--- config.mk ---
export PLATFORM = sky130hd
export DESIGN_NAME = sawt_ctrl
export DESIGN_NICKNAME = d
export VERILOG_FILES = /design/src/sv/sawt_pkg.sv /design/src/sv/sawt_ctrl.sv
export SDC_FILE = /design/constraint.sdc
export NUM_CORES = 1
export LEC_CHECK = 0
export ABC_AREA = 1
export ABC_CLOCK_PERIOD_IN_PS = 3600
export BUFFER_PORTS_ARGS = -buffer_cell sky130_fd_sc_hd__buf_2
export CORE_ASPECT_RATIO = 0.75
export CORE_MARGIN = 8
export CORE_UTILIZATION = 50
export CTS_BUF_LIST = sky130_fd_sc_hd__clkbuf_16
export DETAILED_ROUTE_END_ITERATION = 12
export PLACE_DENSITY = 0.81
export SLEW_MARGIN = 0
export SYNTH_ARGS = -nofsm -noshare
export SYNTH_HDL_FRONTEND = slang
export SYNTH_SLANG_ARGS = --single-unit
--- constraint.sdc ---
create_clock -name clk -period 3.6 [get_ports clk]
set_input_delay 0.36 -clock clk [delete_from_list [all_inputs] [get_ports clk]]
set_output_delay 0.36 -clock clk [all_outputs]
set_load 0.02 [all_outputs]
--- src/sv/sawt_pkg.sv ---
// ----------------------------------------------------------------------------
// sawt_pkg
// Shared types and constants for the selective ack window tracker.
// ----------------------------------------------------------------------------
package sawt_pkg;

  // Event codes carried in func
  localparam logic [1:0] FUNC_SEND = 2'd0;
  localparam logic [1:0] FUNC_RECV = 2'd1;
  localparam logic [1:0] FUNC_ACK  = 2'd2;
  localparam logic [1:0] FUNC_TICK = 2'd3;

  // Result kinds
  localparam logic [1:0] KIND_STATUS = 2'd0;
  localparam logic [1:0] KIND_SENT   = 2'd1;
  localparam logic [1:0] KIND_ACKED  = 2'd2;
  localparam logic [1:0] KIND_LOST   = 2'd3;

  // Register indexes
  localparam logic [0:0] REG_MAX_SEQ = 1'd0;
  localparam logic [0:0] REG_TIMEOUT = 1'd1;

  localparam logic [31:0] MAX_SEQ_RESET = 32'hFFFF_FFFF;
  localparam logic [15:0] TIMEOUT_RESET = 16'd1000;
  localparam int          WINDOW_BITS   = 32;
  localparam logic [23:0] RTT_MAX       = 24'hFF_FFFF;
  localparam logic [7:0]  RTT_GAIN      = 8'd26;

  typedef struct packed {
    logic [1:0]  func;
    logic [31:0] sequence_req;
    logic [31:0] ack_mask;
  } in_item_t;

  typedef struct packed {
    logic [1:0]  out_kind;
    logic [31:0] out_sequence;
    logic [31:0] out_remote_sequence;
    logic [31:0] out_ack_mask;
    logic [23:0] out_rtt;
    logic [31:0] out_lost_total;
    logic [31:0] out_acked_total;
    logic        out_last;
  } out_item_t;

  // Datapath operations issued by the controller
  typedef enum logic [3:0] {
    OP_NONE, OP_LATCH, OP_RECV_RED, OP_RECV, OP_SEND_DROP, OP_SEND_PUSH,
    OP_ACK_RED, OP_ACK_TEST, OP_ACK_RTT, OP_ACK_REMOVE, OP_TICK, OP_TICK_DROP,
    OP_SHIFT, OP_STATUS
  } dp_op_t;

  typedef struct packed {
    dp_op_t     op;
    logic [5:0] idx;
  } dp_cmd_t;

  typedef struct packed {
    logic [1:0] func;
    logic [5:0] count;
    logic       hit;
    logic       expired;
    logic       reduce_busy;
  } dp_stat_t;

  // x mod (m+1) by repeated subtraction is avoided: the restoring reducer
  // unit needs one step per bit of x, whatever m is (see datapath).
endpackage

--- src/sv/sawt_ctrl.sv ---
// ----------------------------------------------------------------------------
// sawt_ctrl
// Sequencer: walks each event through datapath steps and removal shifts.
// ----------------------------------------------------------------------------
module sawt_ctrl
  import sawt_pkg::*;
#(
  parameter int DEPTH = 32
) (
  input  logic     clk,
  input  logic     rst,
  input  logic     in_fire,
  output logic     busy,
  input  dp_stat_t stat,
  output dp_cmd_t  cmd,
  output logic     emit_wait,
  input  logic     out_free
);
  typedef enum logic [3:0] {
    S_IDLE, S_DISPATCH, S_RECV_RED, S_RECV, S_SEND, S_PUSH, S_ACK_RED, S_ACK_TEST,
    S_ACK_RTT, S_ACK_REM, S_TICK_TEST, S_TICK_DROP, S_SHIFT, S_STATUS
  } state_t;

  localparam int IW = $clog2(DEPTH + 1);

  state_t     state, ret_state;
  logic [5:0] idx, shift_idx;

  assign busy = (state != S_IDLE);
  // result-producing states need the output register free
  assign emit_wait = !out_free &&
    (state == S_SEND || state == S_PUSH || state == S_ACK_REM ||
     state == S_TICK_DROP || state == S_STATUS);

  // command decode
  always_comb begin
    cmd.idx = idx;
    cmd.op  = OP_NONE;
    unique case (state)
      S_IDLE:      cmd.op = in_fire ? OP_LATCH : OP_NONE;
      S_DISPATCH:  cmd.op = OP_NONE;
      S_RECV_RED:  cmd.op = OP_RECV_RED;
      S_RECV:      cmd.op = stat.reduce_busy ? OP_NONE : OP_RECV;
      S_SEND:      cmd.op = (out_free && stat.count >= 6'(DEPTH)) ? OP_SEND_DROP : OP_NONE;
      S_PUSH:      cmd.op = out_free ? OP_SEND_PUSH : OP_NONE;
      S_ACK_RED:   cmd.op = OP_ACK_RED;
      S_ACK_TEST:  cmd.op = stat.reduce_busy ? OP_NONE : OP_ACK_TEST;
      S_ACK_RTT:   cmd.op = OP_ACK_RTT;
      S_ACK_REM:   cmd.op = out_free ? OP_ACK_REMOVE : OP_NONE;
      S_TICK_TEST: cmd.op = OP_TICK;
      S_TICK_DROP: cmd.op = out_free ? OP_TICK_DROP : OP_NONE;
      S_SHIFT:     begin cmd.op = OP_SHIFT; cmd.idx = shift_idx; end
      S_STATUS:    cmd.op = out_free ? OP_STATUS : OP_NONE;
      default:     cmd.op = OP_NONE;
    endcase
  end

  always_ff @(posedge clk) begin
    if (rst) begin
      state <= S_IDLE;
      ret_state <= S_IDLE;
      idx <= '0;
      shift_idx <= '0;
    end else begin
      unique case (state)
        S_IDLE: if (in_fire) state <= S_DISPATCH;
        S_DISPATCH: begin
          idx <= '0;
          unique case (stat.func)
            FUNC_SEND: state <= S_SEND;
            FUNC_RECV: state <= S_RECV_RED;
            FUNC_ACK:  state <= S_ACK_RED;
            default:   state <= S_TICK_TEST;
          endcase
        end
        S_RECV_RED: state <= S_RECV;
        S_RECV: if (!stat.reduce_busy) state <= S_STATUS;
        S_SEND: if (out_free || stat.count < 6'(DEPTH)) begin
          if (stat.count >= 6'(DEPTH)) begin
            shift_idx <= '0;
            ret_state <= S_PUSH;
            state <= S_SHIFT;
          end else begin
            state <= S_PUSH;
          end
        end
        S_PUSH: if (out_free) state <= S_STATUS;
        S_ACK_RED: state <= S_ACK_TEST;
        S_ACK_TEST: if (!stat.reduce_busy) begin
          if (idx >= stat.count) state <= S_STATUS;
          else state <= S_ACK_RTT;
        end
        S_ACK_RTT: begin
          if (stat.hit) state <= S_ACK_REM;
          else begin
            idx <= idx + 6'd1;
            state <= S_ACK_RED;
          end
        end
        S_ACK_REM: if (out_free) begin
          shift_idx <= idx;
          ret_state <= S_ACK_RED;
          state <= S_SHIFT;
        end
        S_TICK_TEST: state <= stat.expired ? S_TICK_DROP : S_STATUS;
        S_TICK_DROP: if (out_free) begin
          shift_idx <= '0;
          ret_state <= S_TICK_TEST;
          state <= S_SHIFT;
        end
        S_SHIFT: begin
          // count already decremented at removal
          if (IW'(shift_idx) + IW'(1) >= IW'(stat.count) + IW'(1)) state <= ret_state;
          else shift_idx <= shift_idx + 6'd1;
        end
        S_STATUS: if (out_free) state <= S_IDLE;
        default: state <= S_IDLE;
      endcase
    end
  end

  a_idle_no_emit: assert property (@(posedge clk) disable iff (rst)
    state == S_IDLE |-> !emit_wait) else $error("emit wait while idle");
  a_shift_bound: assert property (@(posedge clk) disable iff (rst)
    state == S_SHIFT |-> shift_idx < 6'(DEPTH)) else $error("shift index out of range");
  a_ack_idx: assert property (@(posedge clk) disable iff (rst)
    state == S_ACK_RTT |-> idx < stat.count) else $error("ack scan past count");
endmodule

# Word-level counts from Yosys, hierarchy flattened
# Cells that the tools add are included.
# W data, S select, Z words.
[classes]
n_eq_ne = 28
n_addsub = 3
n_mux = 37
reduce_logical = 19
n_lt_le_gt_ge = 4
[ops]
columns = ["operator", "n"]
rows = [
  ["$pmux W4 S13", 2],
  ["$mux W4", 17],
  ["$mux W6", 7],
  ["$eq A4 B4 Y1 const B", 6],
  ["$pmux W4 S3", 2],
  ["$pmux W6 S4", 1],
  ["$ne A2 B2 Y1 const B", 10],
  ["$add A6 B1 Y6 const B", 3],
  ["$eq A4 B3 Y1 const B", 4],
  ["$mux W3", 5],
  ["$ge A6 B6 Y1", 2],
  ["$pmux W6 S2", 1],
  ["$eq A4 B2 Y1 const B", 2],
  ["$reduce_and A8 Y1", 1],
  ["$reduce_bool A4 Y1", 2],
  ["$ge A6 B6 Y1 const B", 1],
  ["$lt A6 B6 Y1 const B", 1],
  ["$ne A2 B1 Y1 const B", 3],
  ["$reduce_and A6 Y1", 1],
  ["$logic_or A1 B1 Y1", 5],
  ["$reduce_and A5 Y1", 1],
  ["$eq A4 B1 Y1 const B", 1],
  ["$logic_not A4 Y1", 1],
  ["$reduce_bool A3 Y1", 1],
  ["other kinds (10)", 11],
]
[word_totals]
register_bits = 20
output_inout_bits = 12
inputBits = 15
wordCells = 95

# Logic depth before layout (Yosys ltp)
# Gate-level depths: netlist of the first run.
[logic_depth]
word_depth = 6
ltp_mapped = 13
mapped_depth_nobuf = 13

# Least setup slack after synthesis of the first run
# OpenSTA, ideal clock, no wires.
[synth_timing]
path_type = "in2reg"
start = "input stat[3] in the netlist's numbering"
end = "register shift_idx[5]"
setup_slack_ps = 1672
arrival_ps = 1813
cell_stages = 12
n_path_buf = 0
setup_ps = 115
required_ps = 3485
path_cell_list = "nand3_1 > nor3_1 > xor2_1 > inv_1 > ha_1 > a21o_1 > nor2_1 > nand3_2 > nand2_4 > inv_2 > nor2_1 > nor2_1"
[synth_between]
elab_chain_len = 4
word_cells_on_any_way = 9
classes_between = "add/sub: 1; order compare: 3; eq/ne: 3; reduce/logical: 2"
[synth_rtl]
columns = ["element", "line_no", "source"]
rows = [
  ["from (decl)", "sawt_ctrl.sv:14", "input dp_stat_t stat,"],
  ["$add A6 B1 Y6 / $lt A6 B6 Y1 (equally long branches)", "sawt_ctrl.sv:113, sawt_ctrl.sv:78", ""],
  ["$ge A6 B6 Y1 / $logic_or A1 B1 Y1 (equally long branches)", "sawt_ctrl.sv:113, sawt_ctrl.sv:78", ""],
  ["$ne A2 B2 Y1 (no source line) / $ne A2 B1 Y1 (equally long branches)", "n/a", ""],
  ["$reduce_and A6 Y1 (no source line) *", "n/a", ""],
  ["to (signal assigned)", "sawt_ctrl.sv:101", "shift_idx <= idx;"],
  ["to (signal assigned)", "sawt_ctrl.sv:114", "else shift_idx <= shift_idx + 6'd1;"],
  ["to (decl)", "sawt_ctrl.sv:27", "logic [5:0] idx, shift_idx;"],
]
# Every way passes the cells marked *; elsewhere a longest branch is shown, timed or not.
# A chain may end at the register's enable or synchronous reset.

==> results of run 1 <==
==> cell families after synthesis <==
logic type | after synthesis | synth area share (%)
simple gates | 143 | 35.8
buf+inv | 52 | 11.7
fa+ha+maj | 16 | 10.9
xor+xnor | 8 | 3.80
flops | 20 | 21.7
compound gates | 52 | 16.1
==> layout by cell type, fill, tap and decap left out, types with 2 or more instances in the layout <==
cell and count:
a21oi_2 3, nor3_1 5, nand2_2 2, ha_1 16, nand2_1 71, nor2_1 35, clkbuf_16 3, inv_2 5
xnor2_1 2, buf_2 26, nand3_1 18, nor2_4 3, nand2_4 2, o2111ai_1 3, nand3_2 2, xor2_1 6
a21oi_1 15, o21ai_0 24, inv_1 42, dfxtp_1 20
==> sequential cells by signal (all words and copies together), names as in the netlist <==
register   count
state          4
idx            6
ret_state      4
shift_idx      6
==> area by class of cell <==
| cell class | count | share of cell area [%] |
|---|---|---|
| multi-input combinational | 219 | 58.2 |
| sequential | 20 | 19.0 |
| inverter | 48 | 8.65 |
| timing repair buffer | 26 | 6.16 |
| clock buffer | 3 | 3.56 |
| tap | 52 | 3.08 |
| clock inverter | 1 | 1.42 |
==> worst min-delay path by stage <==
stage,endpoint,slack [ns],cells past startpoint
floorplan,ret_state[1]$_SDFFE_PP0P_,0.44,2
global placement,ret_state[0]$_SDFFE_PP0P_,0.45,2
detailed placement,ret_state[2]$_SDFFE_PP0P_,0.46,2
CTS,shift_idx[3]$_SDFFE_PP0P_,0.44,2
global route,shift_idx[3]$_SDFFE_PP0P_,0.48,2
finish,shift_idx[3]$_SDFFE_PP0P_,0.44,2
==> layer usage <==
metal	wire length (um)	share of wire (%)	up-vias	GRT usage (%)
met2	1970	41	91	25.8
li1	-	-	987	-
met4	42	0.88	0	3.26
met1	2360	49	854	23.1
met3	422	8.8	4	4.85
met5	0	0	-	0
==> metrics by stage <==
step | std cells | hold slack (ns)
after CTS | 369 | 0.435
after floorplan | 291 | 0.438
after global placement | 365 | 0.452
after global routing | 369 | 0.476
after detailed placement | 365 | 0.462
final | 369 | 0.442
==> power by group through the flow <==
stage               Clock (mW)  Combinational, mW  Sequential [mW]
floorplan                    0              0.458            0.290
global placement             0              0.558            0.322
detailed placement           0              0.556            0.320
CTS                      0.305              0.564            0.315
global route             0.316              0.640            0.321
finish                   0.302              0.570            0.320
==> impl_metrics.py, run 1 <==
metrics = {
    "run_status": {
        "status": "finished clean",
    },
    "job": {
        "cap_viol_max_count": 0,
    },
    "timing": {
        "skew_ns": 0.00218,
        "finalSetupViolCount": 0,
        "setup_ws_ns": 1.41,
        "tightest_slew_ns": 0.488,
        "period_needed_ns": 2.19,
        "fin_tns_setup_ns": 0,
        "finalMaxSlewViolations": 0,
        "slew_headroom_pct": 67.4,
        "max_freq_mhz": 456,
        "hold_viol": 0,
        "final.period_utilization_pct": 60.9,
        "rsz0062_at_grt": "no",
    },
    "detailed_routing": {
        "drtAntennaViolNets": 0,
        "wl_per_cell_um": 13.0,
        "routed_wl_um": 4790,
        "vias": 1936,
        "drcViolationCount": 0,
        "dr.pass1.iters": 5,
        "drt_iter0_markers": 183,
        "viasPerCell": 5.25,
    },
    "logic_synthesis": {
        "syn_area_per_cell_um2": 6.34,
        "synth-edff-count": 0,
        "ys_ff_latch": 20,
        "synth_common_cells": "71 x nand2_1, 42 x inv_1, 35 x nor2_1, 24 x o21ai_0, 20 x dfxtp_1",
        "ys_types": 35,
        "ys.warnings.count": 0,
        "ys_seq_area_share_pct": 21.7,
        "synth_nets": 322,
        "synth_top_area_share_pct": 21.7,
        "synth_area_um2": 1840,
        "synth_async_sr_flop_share_pct": 0,
        "ys.flop_type": "dfxtp_1",
        "synth_area_leader_cell": "dfxtp_1",
        "synth_most_common_cell": "nand2_1",
        "netlist_instances": 291,
        "synthTopCellsByArea": "dfxtp_1 22%, nand2_1 14%, ha_1 11%",
    },
    "place": {
        "placement.io_buffers": 26,
        "placed_cell_area_um2": 2010,
        "place_congestion": 0.912,
        "hpwl_um": 3860,
        "dp_slack_ns": 1.42,
    },
    "setup_path": {
        "critPathMaxStageDelay_ns": 0.62,
        "path_buf_inv": 2,
        "cp.depth": 7,
        "crit_family": "flip-flops",
        "endpoint_kind": "primary output",
        "reg2reg_slack_ns": 1.45,
        "slowest_stage": "dfxtp_1",
        "r2r_end": "state[3]$_SDFFE_PP0P_",
        "startpoint_type": "flip-flop",
        "arrival_ns": 1.83,
        "critPathLaunch": "state[2]$_SDFFE_PP0P_",
        "rr_startpoint": "shift_idx[0]$_SDFFE_PP0P_",
        "crit_chain": "nand2_2, nor2_8, nand2_4, nor2_1, inv_1, o2111ai_1, buf_2",
        "critPathCapture": "cmd[8]",
        "cp_max_fo": 10,
        "cp.required_ns": 3.24,
        "reg2regPathDepth": 11,
        "critPathKind": "flip-flop to primary output",
    },
    "clock_network": {
        "ctsResizeCount": 0,
        "clock_path_buffers": 2,
        "clk_latency_ns": 0.25,
        "clockRootBuffer": "clkbuf_16",
        "post_cts_buffers": 0,
        "cts.sinks": 20,
        "cts_tree": "built",
        "ctsHoldBuffers": 0,
        "htreeDepth": 1,
        "numCtsBuffers": 3,
        "clkTransAtPathRegs_ns": 0.06,
    },
    "grt": {
        "overflow": 0,
        "grt_max_degree": 17,
        "grt_usage_pct": 16.9,
        "grt_pass1_vias": 1736,
        "grt_pass1_wl_um": 8100,
        "grt_antenna_before_repair": 0,
    },
    "pwr": {
        "switching_power_mw": 0.536,
        "ir_drop_v": 0.000290,
        "p_sw_share_pct": 45.0,
        "p_leak_nw": 1.03,
        "p_int_mw": 0.656,
        "combPwrFrac_pct": 47.8,
        "clkPwrFrac_pct": 25.4,
        "total_power_mw": 1.19,
        "seqPwrFrac_pct": 26.8,
        "pwr_density_cell_nw_per_um2": 565,
    },
    "final_layout": {
        "nFillCells": 356,
        "seqCellArea_um2": 400,
        "multi_input_area_um2": 1230,
        "drive_gt1_share_pct": 16.1,
        "fin_area_um2": 2110,
        "area_growth_pct": 14.5,
        "diodes": 0,
        "final_util_pct": 58.8,
        "fin_nets": 349,
    },
    "floorplanning": {
        "die_h_um": 68.6,
        "chipWidth_um": 86.1,
        "core_area_um2": 3590,
        "dieArea_um2": 5910,
        "io_pins": 27,
        "num_rows": 19,
        "start_util_pct": 51.4,
    },
    "worst_hold_path": {
        "hold_class": "primary input to flip-flop",
        "holdCritStartpoint": "rst",
    },
}
No activity file was read; power rests on OpenSTA's default activity.
==> inputs of run 2 (changes only) <==
--- a/config.mk
+++ b/config.mk
@@ -6,14 +6,14 @@
 export NUM_CORES = 1
 export LEC_CHECK = 0
 export ABC_AREA = 1
-export ABC_CLOCK_PERIOD_IN_PS = 3600
+export ABC_CLOCK_PERIOD_IN_PS = 2000
 export BUFFER_PORTS_ARGS = -buffer_cell sky130_fd_sc_hd__buf_2
 export CORE_ASPECT_RATIO = 0.75
 export CORE_MARGIN = 8
 export CORE_UTILIZATION = 50
 export CTS_BUF_LIST = sky130_fd_sc_hd__clkbuf_16
 export DETAILED_ROUTE_END_ITERATION = 12
-export PLACE_DENSITY = 0.81
+export PLACE_DENSITY = 0.84
 export SLEW_MARGIN = 0
 export SYNTH_ARGS = -nofsm -noshare
 export SYNTH_HDL_FRONTEND = slang
==> constraint.sdc (replaced) <==
create_clock -name clk -period 2 [get_ports clk]
set_input_delay 0.2 -clock clk [delete_from_list [all_inputs] [get_ports clk]]
set_output_delay 0.2 -clock clk [all_outputs]
set_load 0.02 [all_outputs]
==> run 2 against run 1 <==
Net effect: wire length is 20% higher; non-clock buffer count rose by 21; clock skew hardly changed; critical path depth rose by 6; count of clock-buffer cells in the layout is the same; critical endpoint is now state[3]$_SDFFE_PP0P_; the flow now finishes with violations (negative setup slack); via count grew 10%; register-to-register slack worse by 1.5 ns; design area up 12%; first-iteration DRC count rose by 44%.
==> impl_metrics.py, run 2 (synthesized netlist as in run 1, its figures left out) <==
metrics = {
    "final_layout": {
        "diodes": 0,
        "area_growth_pct": 28.6,
        "drive_gt1_share_pct": 27.8,
        "reg.largest.list": "idx x6, shift_idx x6",
        "final_cell_mix": "69 x nand2_1, 41 x inv_1, 30 x nor2_1",
        "seqCellArea_um2": 410,
        "nFillCells": 309,
        "stdcell_count": 390,
        "fin_nets": 370,
        "final_common_cell": "nand2_1",
        "multi_input_area_um2": 1320,
    },
    "clock_network": {
        "clockRootBuffer": "clkbuf_16",
        "clk_latency_ns": 0.25,
        "clkTransAtPathRegs_ns": 0.05,
        "numCtsBuffers": 3,
        "cts_tree": "built",
        "clock_path_buffers": 2,
        "cts.sinks": 20,
        "ctsHoldBuffers": 0,
        "htreeDepth": 1,
    },
    "setup_path": {
        "critPathCapture": "state[3]$_SDFFE_PP0P_",
        "rr_startpoint": "shift_idx[1]$_SDFFE_PP0P_",
        "critPathLaunch": "shift_idx[1]$_SDFFE_PP0P_",
        "startpoint_type": "flip-flop",
        "endpoint_kind": "flip-flop",
        "arrival_ns": 2.27,
        "cp.required_ns": 2.18,
        "cp_max_fo": 4,
        "reg2reg_slack_ns": -0.09,
        "reg2regPathDepth": 13,
        "r2r_end": "state[3]$_SDFFE_PP0P_",
        "critPathKind": "flip-flop to flip-flop",
    },
    "detailed_routing": {
        "drcViolationCount": 0,
        "wl_per_cell_um": 14.7,
        "drt_iter0_markers": 263,
        "viasPerCell": 5.48,
        "dr.pass1.iters": 7,
        "vias": 2138,
        "routed_wl_um": 5730,
        "drtAntennaViolNets": 0,
    },
    "floorplanning": {
        "dieArea_um2": 5910,
        "chipWidth_um": 86.1,
        "start_util_pct": 51.4,
        "num_rows": 19,
        "core_area_um2": 3590,
        "die_h_um": 68.6,
        "io_pins": 27,
    },
    "grt": {
        "grt_antenna_before_repair": 0,
        "grt_pass1_wl_um": 8610,
        "grt_usage_pct": 18.2,
        "grt_pass1_vias": 1783,
        "overflow": 0,
        "grt_max_degree": 17,
    },
    "place": {
        "place_congestion": 0.943,
        "hpwl_um": 4120,
        "dp_slack_ns": -0.0873,
        "place_inst": 382,
        "placement.io_buffers": 26,
    },
    "timing": {
        "finalSetupViolCount": 10,
        "finalMaxSlewViolations": 0,
        "tightest_slew_ns": 0.369,
        "hold_viol": 0,
        "setup_ws_ns": -0.0922,
        "period_needed_ns": 2.09,
        "skew_ns": 0.00188,
        "slew_headroom_pct": 75.2,
        "final.period_utilization_pct": 105,
        "rsz0062_at_grt": "yes",
        "max_freq_mhz": 478,
    },
    "pwr": {
        "ir_drop_v": 0.000479,
        "total_power_mw": 2.21,
        "p_leak_nw": 1.15,
        "pwr_density_cell_nw_per_um2": 934,
    },
    "run_status": {
        "violations": "negative setup slack",
        "status": "complete, but fails checks",
    },
    "worst_hold_path": {
        "hold_class": "primary input to flip-flop",
    },
    "job": {
        "cap_viol_max_count": 0,
    },
}
==> run 2: cell types whose count changed in the layout (fill, tap and decap cells not counted), moves of 2 or more <==
cell / before / now
a21oi_1: 15 / 12
a21oi_2: 3 / 6
buf_4: 0 / 21
dfxtp_1: 20 / 14
dfxtp_2: 0 / 5
nand2_1: 71 / 69
nand2_2: 2 / 4
nand3_1: 18 / 15
nand3_2: 2 / 4
nor2_1: 35 / 30
nor2_2: 1 / 4
nor2_4: 3 / 5
==> run 2: cell type report <==
type	instances	area share [%]
well taps	52	2.74
clock buffers	3	3.17
repair buffers	47	12.8
multi-input cells	219	55.8
flip-flops and latches	20	17.3
clock inverters	1	0.158
inverters	48	8.02
==> run 2: stage by stage <==
| stage | utilization, % | instance area, um^2 | hold WS, ns | setup TNS, ns |
|---|---|---|---|---|
| after CTS | 62.1 | 2230 | 0.287 | -0.0129 |
| after global routing | 66.1 | 2370 | 0.325 | -1.38 |
| final | 66.1 | 2370 | 0.313 | -0.614 |
| after floorplan | - | 1840 | 0.278 | 0 |
| after detailed placement | 59.4 | 2130 | 0.462 | -0.595 |
| after global placement | 59.4 | 2130 | 0.452 | 0 |
==> run 2: routing by layer <==
layer	GRT usage [%]	up-vias	wire length [um]
met2	27.8	142	2550
met4	4.35	0	98
met3	3.91	19	570
li1	-	1037	-
met5	0	-	0
met1	25.5	940	2510
==> run 2: worst min path at each step <==
stage,cells past startpoint,start,slack [ns],end
2_1_floorplan,1,rst,0.28,ret_state[1]$_SDFFE_PP0P_
3_3_place_gp,2,ret_state[2]$_SDFFE_PP0P_,0.45,ret_state[2]$_SDFFE_PP0P_
3_5_place_dp,2,ret_state[2]$_SDFFE_PP0P_,0.46,ret_state[2]$_SDFFE_PP0P_
4_1_cts,2,rst,0.29,shift_idx[3]$_SDFFE_PP0P_
5_1_grt,2,rst,0.32,shift_idx[3]$_SDFFE_PP0P_
6_report,2,rst,0.31,shift_idx[3]$_SDFFE_PP0P_
==> run 2: worst max-delay path, stage by stage (launching register included) <==
cell,delay (ns)
dfxtp_2,0.36
nand3_2,0.09
nor2_1,0.12
nand2_1,0.10
xor2_1,0.19
ha_1,0.31
nand2_1,0.09
nor2_1,0.09
nand2_1,0.09
nand3_4,0.15
inv_2,0.07
nor2_4,0.14
nand2_1,0.10
a21oi_2,0.13
==> run 2: timing repair <==
item | 4_1_cts | 5_1_grt
setup endpoints to repair | 9 | 14
gates resized for setup | 5 | 29
cloned | 0 | 0
setup buffers | 0 | 4
pin swaps | 2 | 11
==> run 2: power breakdown <==
part	internal, mW	total [mW]	switching, mW	leakage [nW]
Clock	0.266	0.406	0.140	0.0385
Sequential	0.469	0.581	0.112	0.165
Combinational	0.413	1.23	0.815	0.944
